### config.mk
export PLATFORM = sky130hd
export DESIGN_NAME = vag_adpcm_block_decoder
export DESIGN_NICKNAME = d
export VERILOG_FILES = /design/src/design/vag_pkg.sv /design/src/design/vag_ctrl.sv /design/src/design/vag_dpath.sv /design/src/design/vag_adpcm_block_decoder.sv
export SDC_FILE = /design/constraint.sdc
export NUM_CORES = 1
export LEC_CHECK = 0
export BUFFER_PORTS_ARGS = -buffer_cell sky130_fd_sc_hd__buf_2
export CORE_UTILIZATION = 54
export CTS_CLUSTER_DIAMETER = 50
export DETAILED_ROUTE_END_ITERATION = 12
export PLACE_DENSITY = 0.74
export SYNTH_ARGS = -nofsm -noshare
export SYNTH_HDL_FRONTEND = slang
export SYNTH_SLANG_ARGS = --single-unit
### constraint.sdc
create_clock -name clk -period 21.4 [get_ports clk]
set_input_delay 0 -clock clk [delete_from_list [all_inputs] [get_ports clk]]
set_output_delay 0 -clock clk [all_outputs]
set_load 0.05 [all_outputs]
### src/design/vag_pkg.sv
`timescale 1ns / 1ps
// Shared types and constants for the VAG ADPCM block decoder.
// Used by vag_ctrl, vag_dpath and vag_adpcm_block_decoder; no dependencies.
package vag_pkg;

  localparam int SAMPLES_PER_BLOCK = 28;
  localparam int CNT_BITS          = 5;
  localparam int NIB_BITS          = 112;

  // Block flag codes
  localparam logic [7:0] FLAG_LOOP_START = 8'h06;
  localparam logic [7:0] FLAG_LOOP_END   = 8'h03;
  localparam logic [7:0] FLAG_END_DATA   = 8'h07;

  localparam logic signed [15:0] SAMPLE_MIN = -16'sd32768;
  localparam logic signed [15:0] SAMPLE_MAX = 16'sd32767;

  // Bit positions inside tuser
  localparam int IN_USER_FIRST  = 0;
  localparam int OUT_USER_VALID = 0;
  localparam int OUT_USER_LSF   = 1;
  localparam int OUT_USER_LEF   = 2;
  localparam int OUT_USER_DONE  = 3;

  typedef struct packed {
    logic signed [7:0] c1;
    logic signed [7:0] c2;
  } coef_t;

  // Controller to datapath
  typedef struct packed {
    logic clear;        // first block: wipe history, position, marks, done
    logic load;         // latch the block header and data
    logic step;         // decode one sample into the output register
    logic last_sample;  // the sample being stepped is the block's 28th
    logic emit_end;     // emit the sampleless end-of-sound result
  } cmd_t;

  // Datapath to controller
  typedef struct packed {
    logic done;         // sound has ended
    logic out_free;     // output register can take a result this cycle
  } status_t;

  function automatic coef_t coef_lookup(input logic [3:0] filt);
    coef_t c;
    begin
      unique case (filt)
        4'd1:    c = '{c1: 8'sd60,  c2: 8'sd0};
        4'd2:    c = '{c1: 8'sd115, c2: -8'sd52};
        4'd3:    c = '{c1: 8'sd98,  c2: -8'sd55};
        4'd4:    c = '{c1: 8'sd122, c2: -8'sd60};
        default: c = '{c1: 8'sd0,   c2: 8'sd0};
      endcase
      return c;
    end
  endfunction

endpackage

### src/design/vag_ctrl.sv
`timescale 1ns / 1ps
// Sequencing state machine for the VAG ADPCM block decoder.
// Depends on vag_pkg for the command and status structs.
module vag_ctrl (
  input  logic             clk,
  input  logic             rst_n,
  input  logic             in_tvalid,
  input  logic             in_first,
  input  logic             in_end_kind,
  input  vag_pkg::status_t status,
  output logic             in_tready,
  output vag_pkg::cmd_t    cmd
);

  typedef enum logic [2:0] {
    S_IDLE = 3'b001,
    S_RUN  = 3'b010,
    S_END  = 3'b100
  } state_t;

  localparam logic [vag_pkg::CNT_BITS-1:0] CNT_LAST =
    vag_pkg::CNT_BITS'(vag_pkg::SAMPLES_PER_BLOCK - 1);

  state_t                        state_r, state_nxt;
  logic [vag_pkg::CNT_BITS-1:0]  cnt_r, cnt_nxt;
  logic                          accept;
  logic                          skip;

  assign in_tready = (state_r == S_IDLE);
  assign accept    = in_tvalid && in_tready;
  // a block after the sound ended is dropped unless it starts a new sound
  assign skip      = status.done && !in_first;

  always_comb begin
    cmd.clear       = accept && in_first;
    cmd.load        = accept && !skip;
    cmd.step        = (state_r == S_RUN) && status.out_free;
    cmd.last_sample = (cnt_r == CNT_LAST);
    cmd.emit_end    = (state_r == S_END) && status.out_free;
  end

  always_comb begin
    state_nxt = state_r;
    cnt_nxt   = cnt_r;
    unique case (state_r)
      S_IDLE: begin
        if (cmd.load) begin
          cnt_nxt   = '0;
          state_nxt = in_end_kind ? S_END : S_RUN;
        end
      end
      S_RUN: begin
        if (cmd.step) begin
          cnt_nxt = cnt_r + 1'b1;
          if (cmd.last_sample) begin
            state_nxt = S_IDLE;
          end
        end
      end
      S_END: begin
        if (cmd.emit_end) begin
          state_nxt = S_IDLE;
        end
      end
      default: state_nxt = S_IDLE;
    endcase
  end

  always_ff @(posedge clk) begin
    if (!rst_n) begin
      state_r <= S_IDLE;
      cnt_r   <= '0;
    end else begin
      state_r <= state_nxt;
      cnt_r   <= cnt_nxt;
    end
  end

`ifndef SYNTH
  a_load_to_run: assert property (@(posedge clk) disable iff (!rst_n)
    cmd.load && !in_end_kind |=> state_r == S_RUN)
    else $error("decoded block did not start the sample run");

  a_run_ends: assert property (@(posedge clk) disable iff (!rst_n)
    (state_r == S_RUN) && cmd.step && cmd.last_sample |=> state_r == S_IDLE)
    else $error("sample run did not stop after the last sample");

  a_cnt_range: assert property (@(posedge clk) disable iff (!rst_n)
    (state_r == S_RUN) |-> cnt_r <= CNT_LAST)
    else $error("sample counter ran past the block length");
`endif

endmodule

### src/design/vag_dpath.sv
`timescale 1ns / 1ps
// Datapath of the VAG ADPCM block decoder: history, predictor, clamp,
// position and loop marks, and the output register. Depends on vag_pkg.
module vag_dpath #(
  parameter int POSITION_BITS = 24
) (
  input  logic                           clk,
  input  logic                           rst_n,
  input  vag_pkg::cmd_t                  cmd,
  output vag_pkg::status_t               status,
  input  logic [3:0]                     in_shift_amount,
  input  logic [3:0]                     in_filter_select,
  input  logic [7:0]                     in_block_flag,
  input  logic [vag_pkg::NIB_BITS-1:0]   in_nibbles,
  input  logic                           in_final_block,
  input  logic                           out_tready,
  output logic                           out_valid,
  output logic signed [15:0]             out_sample,
  output logic                           out_sample_valid,
  output logic [23:0]                    out_sample_position,
  output logic [23:0]                    out_loop_start,
  output logic                           out_loop_start_found,
  output logic [23:0]                    out_loop_end,
  output logic                           out_loop_end_found,
  output logic                           out_sound_done,
  output logic                           out_last
);

  localparam logic [POSITION_BITS-1:0] BLOCK_LEN =
    POSITION_BITS'(vag_pkg::SAMPLES_PER_BLOCK);

  // State
  logic signed [15:0]           h1_r, h1_nxt, h2_r, h2_nxt;
  logic [POSITION_BITS-1:0]     pos_r, pos_nxt, mark_r, mark_nxt;
  logic                         seen_r, seen_nxt, done_r, done_nxt;
  // Block payload
  logic [3:0]                   shift_r;
  vag_pkg::coef_t               coef_r;
  logic [vag_pkg::NIB_BITS-1:0] nib_sr_r;
  logic                         fin_r, loop_end_kind_r;
  // Output register
  logic                         ov_r, ov_nxt;
  logic signed [15:0]           o_sample_r;
  logic                         o_svalid_r, o_lsf_r, o_lef_r, o_done_r, o_last_r;
  logic [POSITION_BITS-1:0]     o_pos_r, o_ls_r, o_le_r;

  // Predictor and sample arithmetic
  logic signed [23:0]           p1, p2;
  logic signed [24:0]           psum;
  logic signed [18:0]           pred;
  logic signed [3:0]            nib;
  logic signed [19:0]           nib_sh;
  logic signed [20:0]           s_wide;
  logic signed [15:0]           s_clamp;
  logic [POSITION_BITS-1:0]     pos_base, pos_inc;
  logic                         seen_base;
  logic                         fin_hit;

  assign p1     = coef_r.c1 * h1_r;
  assign p2     = coef_r.c2 * h2_r;
  assign psum   = 25'(p1) + 25'(p2) + 25'sd32;
  assign pred   = 19'(psum >>> 6);
  assign nib    = nib_sr_r[vag_pkg::NIB_BITS-1 -: 4];
  assign nib_sh = 20'(nib) <<< shift_r;
  assign s_wide = 21'(nib_sh) + 21'(pred);

  always_comb begin
    priority if (s_wide < 21'(vag_pkg::SAMPLE_MIN)) begin
      s_clamp = vag_pkg::SAMPLE_MIN;
    end else if (s_wide > 21'(vag_pkg::SAMPLE_MAX)) begin
      s_clamp = vag_pkg::SAMPLE_MAX;
    end else begin
      s_clamp = s_wide[15:0];
    end
  end

  assign pos_base  = cmd.clear ? '0 : pos_r;
  assign seen_base = cmd.clear ? 1'b0 : seen_r;
  assign pos_inc   = pos_r + 1'b1;
  assign fin_hit   = cmd.last_sample && fin_r;

  always_comb begin
    h1_nxt   = h1_r;
    h2_nxt   = h2_r;
    pos_nxt  = pos_r;
    mark_nxt = mark_r;
    seen_nxt = seen_r;
    done_nxt = done_r;
    if (cmd.clear) begin
      h1_nxt   = '0;
      h2_nxt   = '0;
      pos_nxt  = '0;
      mark_nxt = '0;
      seen_nxt = 1'b0;
      done_nxt = 1'b0;
    end
    if (cmd.load && (in_block_flag == vag_pkg::FLAG_LOOP_START)) begin
      // loop start sits one block back, floored at zero
      mark_nxt = (pos_base >= BLOCK_LEN) ? pos_base - BLOCK_LEN : '0;
      seen_nxt = 1'b1;
    end else if (cmd.load) begin
      seen_nxt = seen_base;
    end
    if (cmd.step) begin
      h2_nxt  = h1_r;
      h1_nxt  = s_clamp;
      pos_nxt = pos_inc;
      if (fin_hit) begin
        done_nxt = 1'b1;
      end
    end
    if (cmd.emit_end) begin
      done_nxt = 1'b1;
    end
  end

  always_ff @(posedge clk) begin
    if (!rst_n) begin
      h1_r   <= '0;
      h2_r   <= '0;
      pos_r  <= '0;
      mark_r <= '0;
      seen_r <= 1'b0;
      done_r <= 1'b0;
      ov_r   <= 1'b0;
    end else begin
      h1_r   <= h1_nxt;
      h2_r   <= h2_nxt;
      pos_r  <= pos_nxt;
      mark_r <= mark_nxt;
      seen_r <= seen_nxt;
      done_r <= done_nxt;
      ov_r   <= ov_nxt;
    end
  end

  // Block payload: latch on load, shift one nibble out per sample
  always_ff @(posedge clk) begin
    if (cmd.load) begin
      shift_r         <= in_shift_amount;
      coef_r          <= vag_pkg::coef_lookup(in_filter_select);
      nib_sr_r        <= in_nibbles;
      fin_r           <= in_final_block;
      loop_end_kind_r <= (in_block_flag == vag_pkg::FLAG_LOOP_END);
    end else if (cmd.step) begin
      nib_sr_r <= {nib_sr_r[vag_pkg::NIB_BITS-5:0], 4'h0};
    end
  end

  assign status.done     = done_r;
  assign status.out_free = !ov_r || out_tready;

  always_comb begin
    ov_nxt = ov_r;
    if (cmd.step || cmd.emit_end) begin
      ov_nxt = 1'b1;
    end else if (out_tready) begin
      ov_nxt = 1'b0;
    end
  end

  always_ff @(posedge clk) begin
    if (cmd.step) begin
      o_sample_r <= s_clamp;
      o_svalid_r <= 1'b1;
      o_pos_r    <= pos_r;
      o_ls_r     <= seen_r ? mark_r : '0;
      o_lsf_r    <= seen_r;
      o_lef_r    <= fin_hit && seen_r;
      o_le_r     <= (fin_hit && seen_r) ? pos_inc : '0;
      o_done_r   <= fin_hit;
      o_last_r   <= cmd.last_sample;
    end else if (cmd.emit_end) begin
      o_sample_r <= '0;
      o_svalid_r <= 1'b0;
      o_pos_r    <= pos_r;
      o_ls_r     <= seen_r ? mark_r : '0;
      o_lsf_r    <= seen_r;
      o_lef_r    <= loop_end_kind_r || seen_r;
      o_le_r     <= (loop_end_kind_r || seen_r) ? pos_r : '0;
      o_done_r   <= 1'b1;
      o_last_r   <= 1'b1;
    end
  end

  // Present positions as 24 bits whatever the counter width
  logic [POSITION_BITS+23:0] pos_ext, ls_ext, le_ext;
  assign pos_ext = {24'h0, o_pos_r};
  assign ls_ext  = {24'h0, o_ls_r};
  assign le_ext  = {24'h0, o_le_r};

  assign out_valid            = ov_r;
  assign out_sample           = o_sample_r;
  assign out_sample_valid     = o_svalid_r;
  assign out_sample_position  = pos_ext[23:0];
  assign out_loop_start       = ls_ext[23:0];
  assign out_loop_start_found = o_lsf_r;
  assign out_loop_end         = le_ext[23:0];
  assign out_loop_end_found   = o_lef_r;
  assign out_sound_done       = o_done_r;
  assign out_last             = o_last_r;

endmodule

### src/design/vag_adpcm_block_decoder.sv
`timescale 1ns / 1ps
// Top level of the VAG ADPCM block decoder: stream ports, controller and datapath.
// Depends on vag_pkg, vag_ctrl and vag_dpath.
//
// One input item is a 16-byte VAG ADPCM block; it yields 28 sample items, one
// per nibble (high nibble first), or a single sampleless item when its flag ends
// the sound (loop end or end of data). Once a block is accepted, its results
// follow one per cycle while the output side is ready; the rate is set by the
// prediction loop, in which each sample needs the previous two clamped samples.
// in_tready is high whenever no block is being decoded, even if the last result
// still waits in the output register. After a sound has ended, blocks are dropped
// without results until one arrives with the first-block bit set. Positions count
// modulo 2^POSITION_BITS and are shown in 24 bits.
module vag_adpcm_block_decoder #(
  parameter int POSITION_BITS = 24
) (
  input  logic         clk,
  input  logic         rst_n,
  // Block input
  input  logic         in_tvalid,
  output logic         in_tready,
  input  logic [119:0] in_tdata,   // shift_amount[3:0], filter_select[7:4],
                                   // data_high[63:8], data_low[119:64]
  input  logic [8:0]   in_tuser,   // first_block[0], block_flag[8:1]
  input  logic         in_tlast,   // final_block
  // Sample output
  output logic         out_tvalid,
  input  logic         out_tready,
  output logic [87:0]  out_tdata,  // sample[15:0], sample_position[39:16],
                                   // loop_start[63:40], loop_end[87:64]
  output logic [3:0]   out_tuser,  // sample_valid[0], loop_start_found[1],
                                   // loop_end_found[2], sound_done[3]
  output logic         out_tlast   // last
);

  vag_pkg::cmd_t    cmd;
  vag_pkg::status_t status;

  logic [7:0]  block_flag;
  logic        end_kind;

  logic signed [15:0] sample;
  logic [23:0] sample_position, loop_start, loop_end;
  logic        sample_valid, loop_start_found, loop_end_found, sound_done;

  assign block_flag = in_tuser[8:1];
  // loop end and end of data both stop the sound without decoding samples
  assign end_kind   = (block_flag == vag_pkg::FLAG_LOOP_END) ||
                      (block_flag == vag_pkg::FLAG_END_DATA);

  vag_ctrl u_ctrl (
    .clk         (clk),
    .rst_n       (rst_n),
    .in_tvalid   (in_tvalid),
    .in_first    (in_tuser[vag_pkg::IN_USER_FIRST]),
    .in_end_kind (end_kind),
    .status      (status),
    .in_tready   (in_tready),
    .cmd         (cmd)
  );

  vag_dpath #(
    .POSITION_BITS (POSITION_BITS)
  ) u_dpath (
    .clk                  (clk),
    .rst_n                (rst_n),
    .cmd                  (cmd),
    .status               (status),
    .in_shift_amount      (in_tdata[3:0]),
    .in_filter_select     (in_tdata[7:4]),
    .in_block_flag        (block_flag),
    .in_nibbles           ({in_tdata[63:8], in_tdata[119:64]}),
    .in_final_block       (in_tlast),
    .out_tready           (out_tready),
    .out_valid            (out_tvalid),
    .out_sample           (sample),
    .out_sample_valid     (sample_valid),
    .out_sample_position  (sample_position),
    .out_loop_start       (loop_start),
    .out_loop_start_found (loop_start_found),
    .out_loop_end         (loop_end),
    .out_loop_end_found   (loop_end_found),
    .out_sound_done       (sound_done),
    .out_last             (out_tlast)
  );

  // Pack result fields, lowest field first
  assign out_tdata = {loop_end, loop_start, sample_position, sample};
  assign out_tuser = {sound_done, loop_end_found, loop_start_found, sample_valid};

endmodule

==> key figures <==
Synth
  – Syn avg cell area: 9.55 um2
  – Syn Inst Count: 2332
  – XOR/XNOR share of the synthesized area: 2.48%
  – Seq/Total Area, Yosys: 37.8%
  – Syn nets: 2775
  – EDFF count, synth: 219
  – Top cell type by total area after synthesis: edfxtp_1
  – Simple-gate share of the synthesized area: 19.5%
  – Largest family of logic cells by synthesized area: adder cells
  – Yosys reg bits: 311
  – Synthesized cell area: 22300 um2
  – Top cells by area, synth: edfxtp_1 30%, fa_1 16%, dfxtp_1 8.3%, nand2_1 8.2%, ha_1 7.1%
  – YS warnings: 0
  – Synth Area in Compound Gates: 9.45%
  – Most instantiated cells after synthesis: 486 x nand2_1, 252 x inv_1, 219 x edfxtp_1
  – Top FF cell, synth: edfxtp_1
  – Proportion of synthesized area in mux cells: 0.522%
  – Ys async rst share: 0%
  – Most common cell in the synthesized netlist: nand2_1
  – Post-Synth Adder-Cell Area: 23.5%
  – Post-synthesis cell type count: 83
  – Share of the synthesized area in the top cell type: 29.5%

Floorplanning
  – Starting Density: 54.7%
  – Die Width: 205 um
  – Die Y: 205 um
  – Core area: 40700 um2
  – Die Area: 42100 um2
  – Io pins: 229
  – Row count: 74

Setup path
  – CP most frequent cell: fa_1
  – CP endpoint kind: flop
  – Setup CP Type: reg2reg
  – Worst Path Max Fanout: 33
  – Req. time, crit path: 21.76 ns
  – Critical path's largest stage delay: 0.56 ns
  – CP arrival: 10.04 ns
  – Startpoint Class: flop
  – CP max-delay cell: and2_1

Final layout
  – Final #Nets: 3062
  – Final instance area: 26200 um2
  – Non-Filler Instances: 3181
  – Share of layout cells above drive strength 1: 12.6%
  – Layout area overhead: 17.5%

Drt
  – WL met3: 5.53 mm
  – Routed wl met2: 28.8 mm
  – DRC: 0
  – Final wirelength: 60.2 mm
  – WL/cell: 18.9 um
  – Vias: 17.8k
  – Top sig layer: met4
  – DRT Pass-1 Iters: 5
  – Via density per instance: 5.60
  – DRT iter0 DRCs: 1488
  – Wl on met1: 23.9 mm
  – Routed Antenna Nets: 0

STA
  – Worst-margin pin slew: 1.20 ns
  – RSZ-0062 raised after global routing: no
  – Final setup viols: 0
  – Final min period: 9.68 ns
  – Final Hold Vio Count: 0
  – Period utilization: 45.2%
  – Worst rel slew slack: 20.0%
  – Pins Over Slew Limit: 0
  – Achievable Freq: 103 MHz
  – Clk_skew: 0.0172 ns
  – Setup TNS: 0 ns

Power and ir drop
  – Max VDD drop: 0.0780 mV
  – Int Power: 1.20 mW
  – Sw Share: 30.8%
  – Leak pwr: 11.5 nW
  – Power share of the combinational group: 22.9%
  – Register share of total power: 40.8%
  – Pwr Total: 1.73 mW
  – Switching pwr: 533 uW
  – Clock power share: 36.3%
  – Pwr dens: 66.0 nW/um2

Clocking
  – H-tree levels: 2
  – Total CTS buffers: 36
  – Clock root buffer: clkbuf_16
  – Clk_lat worst skew: 0.55 ns
  – Sink Count: 311
  – CTS max path bufs: 3
  – Clk slew on worst S/H paths: 0.06 ns
  – Post-CTS Repair Setup Buffers: 0
  – TritonCTS clock tree: built

Job
  – Max-cap viol count: 0

Place
  – Placed cell areas: 23700 um2
  – Cell Count Post-Placement: 2983
  – PortBufs: 228
  – HPWL after detailed placement: 42.8 mm
  – Final GP Congestion: 0.963

GRT
  – Remaining Overflow, GRT: 0
  – Number of global-route vias before repair: 18.3k
  – GR Util All Layers: 29.5%
  – Pin count of the biggest net entering global routing: 117
  – Initial antenna violation count: 2
  – First-pass GRT wire length: 96.5 mm

Worst hold path
  – Worst hold path class: in2reg

Run status
  – Status: completed
per-layer routing:
metal,vias up,GRT usage [%]
met1,8558,38.6
met3,134,6.22
met5,-,0
met4,0,10.6
li1,8281,-
met2,846,48.2
cells in the final DEF, fill, tap and decap left out, types with 13 or more instances in the layout:
cell | netlist | layout
a31oi_1 | 19 | 19
o21ai_0 | 78 | 78
a21o_1 | 19 | 18
nand2b_1 | 14 | 14
nand2_1 | 486 | 484
xnor2_1 | 33 | 33
buf_4 | 6 | 13
dfxtp_1 | 92 | 92
clkbuf_16 | 0 | 38
a22oi_1 | 29 | 29
and3_1 | 16 | 16
dlygate4sd3_1 | 0 | 130
ha_1 | 126 | 126
buf_2 | 12 | 228
fa_1 | 183 | 183
a311oi_1 | 17 | 17
nor3_1 | 31 | 31
inv_1 | 252 | 252
nor2_1 | 115 | 114
nand3_1 | 40 | 40
a21oi_1 | 90 | 90
and2_1 | 171 | 171
xor2_1 | 27 | 27
edfxtp_1 | 219 | 219
o31ai_1 | 31 | 31
critical path: cells and delay by family (launching register included):
family,cells,cell delay [ns]
fa+ha+maj,8,3.63
compound gates,9,2.47
simple gates,6,1.83
buf+inv,6,1.22
flops,1,0.32
worst paths after layout:
| path | slack [ns] | depth (start not counted) | endpoint | startpoint |
|---|---|---|---|---|
| worst max-delay path | 11.72 | 29 | u_dpath.out_sample[4] | u_dpath.coef_r[9] |
| worst min-delay path | 0.12 | 5 | u_dpath.seen_r | in_tvalid |
| worst max register to register | 11.72 | 29 | u_dpath.out_sample[4] | u_dpath.coef_r[9] |
| worst min register to register | 0.45 | 2 | u_dpath.mark_r[5] | u_dpath.mark_r[5] |
final cells by class:
class,count,area [um2]
well taps,532,666
clock buffers,47,1000
inverters,255,960
repair buffers,371,2540
fillers,3194,14600
multi-input cells,1644,12400
diodes,2,5.00
clock inverters,19,198
flip-flops and latches,311,8420
cells by family after synthesis:
family,after synthesis
and+or+nand+nor,933
buffers and inverters,377
AOI/OAI and AO/OA,331
DFF,311
adders and majority gates,309
xor gates and xnor gates,61
muxes,10
flip-flops by register name, indices dropped and copies added (netlist names), 24 cells and up:
| signal | count |
|---|---|
| u_dpath.mark_r | 24 |
| u_dpath.pos_r | 24 |
| u_dpath.out_loop_end | 24 |
| u_dpath.nib_sr_r | 112 |
| u_dpath.out_loop_start | 24 |
| u_dpath.out_sample_position | 24 |
through the flow:
step                      utilization (%)  setup WS, ns  hold WS [ns]
after floorplan                         -         13.33        0.0762
after global placement               58.1         12.08         0.181
after detailed placement             58.1         11.83         0.182
after CTS                            64.2         11.81        0.0980
after global routing                 64.3         11.12         0.156
final                                64.3         11.72         0.123
power by group through the flow:
stage	Combinational (mW)	Sequential, mW	Clock, mW
6_report	0.396	0.706	0.627
2_1_floorplan	0.268	0.721	0
4_1_cts	0.389	0.705	0.631
5_1_grt	0.436	0.709	0.656
3_3_place_gp	0.361	0.716	0
3_5_place_dp	0.368	0.717	0
repair_timing:
| item | in CTS | in global routing |
|---|---|---|
| endpoints found under the hold margin | 139 | 0 |
| hold buffers | 130 | 0 |
| gates resized for setup | 0 | 0 |
| setup endpoints to repair | 0 | 0 |
Power figures use the tool's default switching activity.
